## config.mk

```make
export PLATFORM = sky130hd
export DESIGN_NAME = spf_ctrl
export DESIGN_NICKNAME = d
export VERILOG_FILES = /design/src/sv/spf_pkg.sv /design/src/sv/spf_ctrl.sv
export SDC_FILE = /design/constraint.sdc
export NUM_CORES = 1
export LEC_CHECK = 0
export BUFFER_PORTS_ARGS = -buffer_cell sky130_fd_sc_hd__clkbuf_2
export CAP_MARGIN = 20
export CELL_PAD_IN_SITES_DETAIL_PLACEMENT = 0
export CELL_PAD_IN_SITES_GLOBAL_PLACEMENT = 1
export CORE_MARGIN = 8
export CORE_UTILIZATION = 30
export CTS_CLUSTER_SIZE = 20
export DETAILED_ROUTE_END_ITERATION = 10
export PLACE_DENSITY = 0.73
export SETUP_SLACK_MARGIN = 0.02
export SYNTH_ARGS = -nofsm -noshare
export SYNTH_HDL_FRONTEND = slang
export SYNTH_SLANG_ARGS = --single-unit
```

## constraint.sdc

```tcl
create_clock -name clk -period 2.7 [get_ports clk]
set_input_delay 0.27 -clock clk [delete_from_list [all_inputs] [get_ports clk]]
set_output_delay 0.27 -clock clk [all_outputs]
set_load 0.05 [all_outputs]
```

## src/sv/spf_pkg.sv

```systemverilog
// Shared types and constants for the smallest prime factor sieve.
package spf_pkg;

	localparam int LIM_W = 17;
	localparam int ENT_W = 16;
	localparam int I_W   = 9;
	localparam int MAX_DEPTH = 65536;

	localparam logic OP_BUILD = 1'b0;
	localparam logic OP_QUERY = 1'b1;

	typedef enum logic [1:0] {
		ST_OK        = 2'd0,
		ST_NOT_BUILT = 2'd1,
		ST_RANGE     = 2'd2
	} status_t;

	typedef enum logic [1:0] {
		RD_Q = 2'd0,
		RD_I = 2'd1,
		RD_J = 2'd2
	} rd_src_t;

	typedef enum logic {
		WR_FILL = 1'b0,
		WR_MARK = 1'b1
	} wr_src_t;

	typedef struct packed {
		logic    idx_clr;
		logic    idx_inc;
		logic    i_init;
		logic    i_inc;
		logic    j_init;
		logic    j_inc;
		logic    rd_en;
		rd_src_t rd_src;
		logic    wr_en;
		wr_src_t wr_src;
		logic    q_load;
		logic    out_load;
		logic    out_from_ram;
		status_t out_status;
	} cmd_t;

	typedef struct packed {
		logic fill_done;
		logic sieve_done;
		logic mark_done;
		logic entry_eq_i;
		logic entry_eq_j;
		logic q_in_range;
	} sts_t;

endpackage

```

## src/sv/spf_ctrl.sv

```systemverilog
// Sieve controller: handshakes, build sequencing and query sequencing.
module spf_ctrl
	import spf_pkg::*;
(
	input  logic clk,
	input  logic arst_n,
	input  logic in_valid,
	output logic in_stall,
	input  logic opcode,
	output logic out_valid,
	input  logic out_stall,
	input  logic cfg_we,
	input  sts_t sts,
	output cmd_t cmd
);

	typedef enum logic [6:0] {
		S_IDLE      = 7'b0000001,
		S_FILL      = 7'b0000010,
		S_PRIME_RD  = 7'b0000100,
		S_PRIME_CHK = 7'b0001000,
		S_MARK_RD   = 7'b0010000,
		S_MARK_CHK  = 7'b0100000,
		S_QOUT      = 7'b1000000
	} state_t;

	state_t state_q;
	state_t state_nxt;
	logic   built_q;
	logic   out_valid_q;
	logic   accept;
	logic   build_done;

	assign in_stall = !((state_q == S_IDLE) && (!out_valid_q || !out_stall));
	assign accept   = in_valid && !in_stall;

	always_comb begin
		cmd        = '0;
		cmd.rd_src = RD_Q;
		cmd.wr_src = WR_FILL;
		cmd.out_status = ST_OK;
		build_done = 1'b0;
		state_nxt  = state_q;
		case (state_q)
			S_IDLE: begin
				if (accept) begin
					if (opcode == OP_BUILD) begin
						cmd.idx_clr = 1'b1;
						state_nxt   = S_FILL;
					end else begin
						cmd.rd_en  = 1'b1;
						cmd.rd_src = RD_Q;
						cmd.q_load = 1'b1;
						state_nxt  = S_QOUT;
					end
				end
			end
			S_QOUT: begin
				cmd.out_load = 1'b1;
				if (!built_q) begin
					cmd.out_status = ST_NOT_BUILT;
				end else if (!sts.q_in_range) begin
					cmd.out_status = ST_RANGE;
				end else begin
					cmd.out_from_ram = 1'b1;
				end
				state_nxt = S_IDLE;
			end
			S_FILL: begin
				if (sts.fill_done) begin
					cmd.i_init = 1'b1;
					state_nxt  = S_PRIME_RD;
				end else begin
					cmd.wr_en   = 1'b1;
					cmd.wr_src  = WR_FILL;
					cmd.idx_inc = 1'b1;
				end
			end
			S_PRIME_RD: begin
				if (sts.sieve_done) begin
					cmd.out_load = 1'b1;
					build_done   = 1'b1;
					state_nxt    = S_IDLE;
				end else begin
					cmd.rd_en  = 1'b1;
					cmd.rd_src = RD_I;
					state_nxt  = S_PRIME_CHK;
				end
			end
			S_PRIME_CHK: begin
				if (sts.entry_eq_i) begin
					cmd.j_init = 1'b1;
					state_nxt  = S_MARK_RD;
				end else begin
					cmd.i_inc = 1'b1;
					state_nxt = S_PRIME_RD;
				end
			end
			S_MARK_RD: begin
				if (sts.mark_done) begin
					cmd.i_inc = 1'b1;
					state_nxt = S_PRIME_RD;
				end else begin
					cmd.rd_en  = 1'b1;
					cmd.rd_src = RD_J;
					state_nxt  = S_MARK_CHK;
				end
			end
			S_MARK_CHK: begin
				if (sts.entry_eq_j) begin
					cmd.wr_en  = 1'b1;
					cmd.wr_src = WR_MARK;
				end
				cmd.j_inc = 1'b1;
				state_nxt = S_MARK_RD;
			end
			default: begin
				state_nxt = S_IDLE;
			end
		endcase
	end

	always_ff @(posedge clk or negedge arst_n) begin
		if (!arst_n) begin
			state_q     <= S_IDLE;
			built_q     <= 1'b0;
			out_valid_q <= 1'b0;
		end else begin
			state_q <= state_nxt;
			if (cfg_we) begin
				built_q <= 1'b0;
			end else if (build_done) begin
				built_q <= 1'b1;
			end
			if (cmd.out_load) begin
				out_valid_q <= 1'b1;
			end else if (out_valid_q && !out_stall) begin
				out_valid_q <= 1'b0;
			end
		end
	end

	assign out_valid = out_valid_q;

endmodule
```

* Yosys cells after proc, flatten, opt, wreduce, memory -nomap -nowiden
Cells that the tools add are included.
** Storage, ports and cells
- Register bits after elaboration :: 9
- Bits in latches :: 0
- Memory bits (writable) :: 0
- Bits in read-only memories :: 0
- Bits of input ports :: 12
- Memories :: 0
** Cells by class
- $add $sub $neg :: 0
- Multiply operators :: 0
- Div/mod/pow operators :: 0
- Order comparisons :: 0
- Equal/unequal tests :: 9
- Shifts and indexed selects :: 0
- Muxes and demuxes :: 42
- Bitwise gates (word level) :: 0
- Reductions and logical operators :: 10
** Operator list (number)
- 7-bit one-hot mux with 6 select lines :: 1
- 1-bit two-way mux :: 21
- 7-bit two-way mux :: 3
- 3-bit two-way mux :: 5
- 2-bit two-way mux :: 5
- 3-bit one-hot mux with 3 select lines :: 1
- 7-bit by 1-bit equality test with 1-bit output, second input constant :: 1
- 7-bit by 2-bit equality test with 1-bit output, second input constant :: 1
- 7-bit by 3-bit equality test with 1-bit output, second input constant :: 1
- 7-bit by 4-bit equality test with 1-bit output, second input constant :: 1
- 7-bit by 5-bit equality test with 1-bit output, second input constant :: 1
- 7-bit by 6-bit equality test with 1-bit output, second input constant :: 1
- 7-bit equality test, second input constant :: 1
- 6-bit two-way mux :: 1
- 5-bit two-way mux :: 1
- 4-bit two-way mux :: 1
- 2-bit inequality test, second input constant :: 2
- 1-bit one-hot mux with 2 select lines :: 2
- 2-bit one-hot mux with 2 select lines :: 1
- 2-bit nonzero test :: 2
- 1-bit logical AND :: 3
- 1-bit zero test :: 3
- 2-bit AND reduction :: 1
- 1-bit logical OR :: 1

* Logic depth before layout (Yosys ltp)
- Depth after elaboration :: 6
- Depth in mapped cells :: 5

* Least setup slack after synthesis
Ideal clock, no wire load.
- Path kind :: reg-to-output
- From :: register state_q[4]
- To :: output cmd[9] (netlist bit)
- Data arrival time :: 2.877 ns
- Path slack :: -0.447 ns
- Cell stages (with the launch flop) :: 6
- Cells stage by stage :: dfrtp_1 -> buf_6 -> or4_4 -> or2_4 -> nor3_1 -> or3_1
** RTL lines
- from (decl) :: RTL line spf_ctrl.sv:27 : state_t state_q;
- from (signal assigned) :: RTL line spf_ctrl.sv:129 : state_q <= state_nxt;
- to (decl) :: RTL line spf_ctrl.sv:14 : output cmd_t cmd

==> metrics.cfg <==
[run_status]
status=completed

[synthesis]
yosys_warnings=0
synth_area_um2=581.8
synthArstFlopShare=1.000
synth_seq_cells=9
synthCells=68
ys.flop_type=dfrtp_1
synth_nets=80
synth-seq-area-share=0.3892
avgSynthCellArea_um2=8.556
synth.distinct_cells=30
synth_edf_count=0

[setup_path]
crit_chain=or4_4 -> or2_4 -> or3_1 -> nand2_1 -> clkbuf_2
reg2reg_depth=4
criticalPathCategory=register to output pin
reg2reg_from=state_q[4]
critPathCaptureType=output pin
critPathMaxStageDelay_ns=0.54
startpoint=state_q[4]
slowest_stage=or4_4
required_ns=2.43
crit_fanout=8
startpoint_type=register
critical_path_arrival_ns=2.25

[route]
drtIter0Drc=24
vias=619
ant_nets=0
wl_um=1657
drtPass1Iterations=4
wire_per_inst_um=12.95
via_per_inst=4.836
drc=0

[pwr]
p_comb_frac=0.534
p_per_area_mw_per_mm2=797.0
p_seq_frac=0.302
p_sw_frac=0.4870
p_leak_nw=0.4266
clkPwrFrac=0.164
finalPower_uw=635.2
switching_power_uw=309.4
internal_power_uw=325.9
ir_drop_v=0.0005087

[sta]
rsz0062_at_grt=no
fin_crit_sh=0.9325
max_freq_mhz=397.2
min_period_ns=2.518
worst_pin_slew_ns=0.5224
maxSlewHeadroom=0.6485
hold_viol=0
slew_viol_final=0
setup-tns-final_ns=0
setup_viol=0
skew_ns=0.006165

[place]
gp_congestion=0.7372
dpl.hpwl_um=1448
io_buffers=29

[die]
io_pins=30
start_util=0.3059
die_h_um=60.04
dieArea_mm2=0.003605
row_count=16
die_w_um=60.04
core-area_mm2=0.001902

[worst_hold_path]
hold_depth=2
hp-class=input port to register
hold_start=cfg_we

[grt]
grtUsageTotal=0.1037
grt_pass1_vias=580
antenna_found_initial=0
gr-total-overflow=0
grt_pass1_wl_um=2732
grt_max_degree=10

[cells_and_area]
num_antenna_cells=0
syn_to_final_growth_pct=36.99
nNetsFinal=114
drive_above_1_share=0.3861

[clocking]
cts_buffers=3
cts_max_path_buffers=2
insertion_delay_ns=0.26
cts_root_buf=clkbuf_4
cts_tree=built
ctsResizeCount=0
post_cts_buffers=0
cts_htree_levels=1
clk_pin_slew_ns=0.06
clkSinkCount=9

[run]
drv_cap=0

-- layer usage --
layer	share of wire	vias to the layer above	global-route usage
met4	0.015	0	0.06122
li1	-	310	-
met2	0.43	28	0.1431
met3	0.094	2	0.04516
met1	0.46	279	0.1284
met5	0	-	0
-- layout make-up --
| type | count | area (um2) |
|---|---|---|
| sequential | 9 | 226.5 |
| timing repair buffer | 30 | 155.1 |
| tap | 27 | 33.78 |
| clock buffer | 4 | 26.28 |
| fill | 184 | 1105 |
| inverter | 4 | 15.01 |
| multi-input combinational | 54 | 340.3 |
-- power by group through the flow --
stage | Combinational [mW] | Clock (mW) | Sequential (mW)
floorplan | 0.256 | 0 | 0.202
global placement | 0.341 | 0 | 0.193
detailed placement | 0.342 | 0 | 0.195
CTS | 0.344 | 0.108 | 0.192
global route | 0.373 | 0.121 | 0.198
finish | 0.339 | 0.104 | 0.192
-- path summary, 6_finish.rpt --
path	end	slack [ns]
setup reg to reg	state_q[2]	0.66
hold reg to reg	out_valid	0.51
setup / recovery	cmd[12]	0.18
hold / removal	built_q	0.16
min in group asynchronous	state_q[2]	0.40
max in group asynchronous	state_q[0]	2.04
-- stage by stage --
stage / setup WS (ns) / utilization / cell area, um2 / instances / hold slack [ns]
2_1_floorplan: 0.01066 / - / 593.1 / 68 / -0.02559
3_3_place_gp: 0.4775 / 0.4000 / 760.7 / 123 / 0.1406
3_5_place_dp: 0.4525 / 0.4000 / 760.7 / 123 / 0.1446
4_1_cts: 0.1672 / 0.4191 / 797.0 / 128 / 0.1508
5_1_grt: 0.05046 / 0.4191 / 797.0 / 128 / 0.1500
6_report: 0.1822 / 0.4191 / 797.0 / 128 / 0.1557
-- layout by cell type, fill, tap and decap left out, types with 2 or more instances in the layout --
master    Yosys  final
dfrtp_1       8      8
nor4b_1       2      2
and3_1        3      3
nor2_1        7      7
a211oi_1      2      2
clkbuf_2      0     29
inv_1         4      4
or3_1         4      4
a21oi_1       2      2
nand2_1       6      6
nand2b_1      3      3
and2_1        2      2
nand3b_1      2      2
clkbuf_4      0      3
nor3_1        5      4
-- cell usage after synthesis, types with 2 or more instances --
master | n | share of area
inv_1 | 4 | 0.026
dfrtp_1 | 8 | 0.34
a211oi_1 | 2 | 0.026
a21oi_1 | 2 | 0.017
nor4b_1 | 2 | 0.030
nand2b_1 | 3 | 0.032
or3_1 | 4 | 0.043
nand2_1 | 6 | 0.039
and2_1 | 2 | 0.022
nor4_1 | 2 | 0.022
nor3_1 | 5 | 0.043
nand3b_1 | 2 | 0.026
and3_1 | 3 | 0.032
nor2_1 | 7 | 0.045
-- worst max-delay path, delay by kind of cell, from the launching register on --
family / cells / cell delay, ns
buf+inv: 1 / 0.27
flops: 1 / 0.45
simple gates: 4 / 1.26
-- repair_timing --
action | 4_1_cts | 5_1_grt
endpoints found under the hold margin | 8 | 0
setup endpoints to repair | 0 | 0
hold buffers | 1 | 0
-- registers in the layout, indices dropped and copies added (netlist names) --
signal and flops:
built_q 1, out_valid 1, state_q 7
-- cell families (layout without fill, tap and decap cells) --
group | Yosys count | after routing | share of synthesized area
buffers and inverters | 5 | 38 | 0.04515
xor gates and xnor gates | 1 | 1 | 0.01506
DFF | 9 | 9 | 0.3893
AOI/OAI and AO/OA | 8 | 8 | 0.09462
and+or+nand+nor | 45 | 45 | 0.4559
Note: power is estimated with default switching activity, not from simulation.
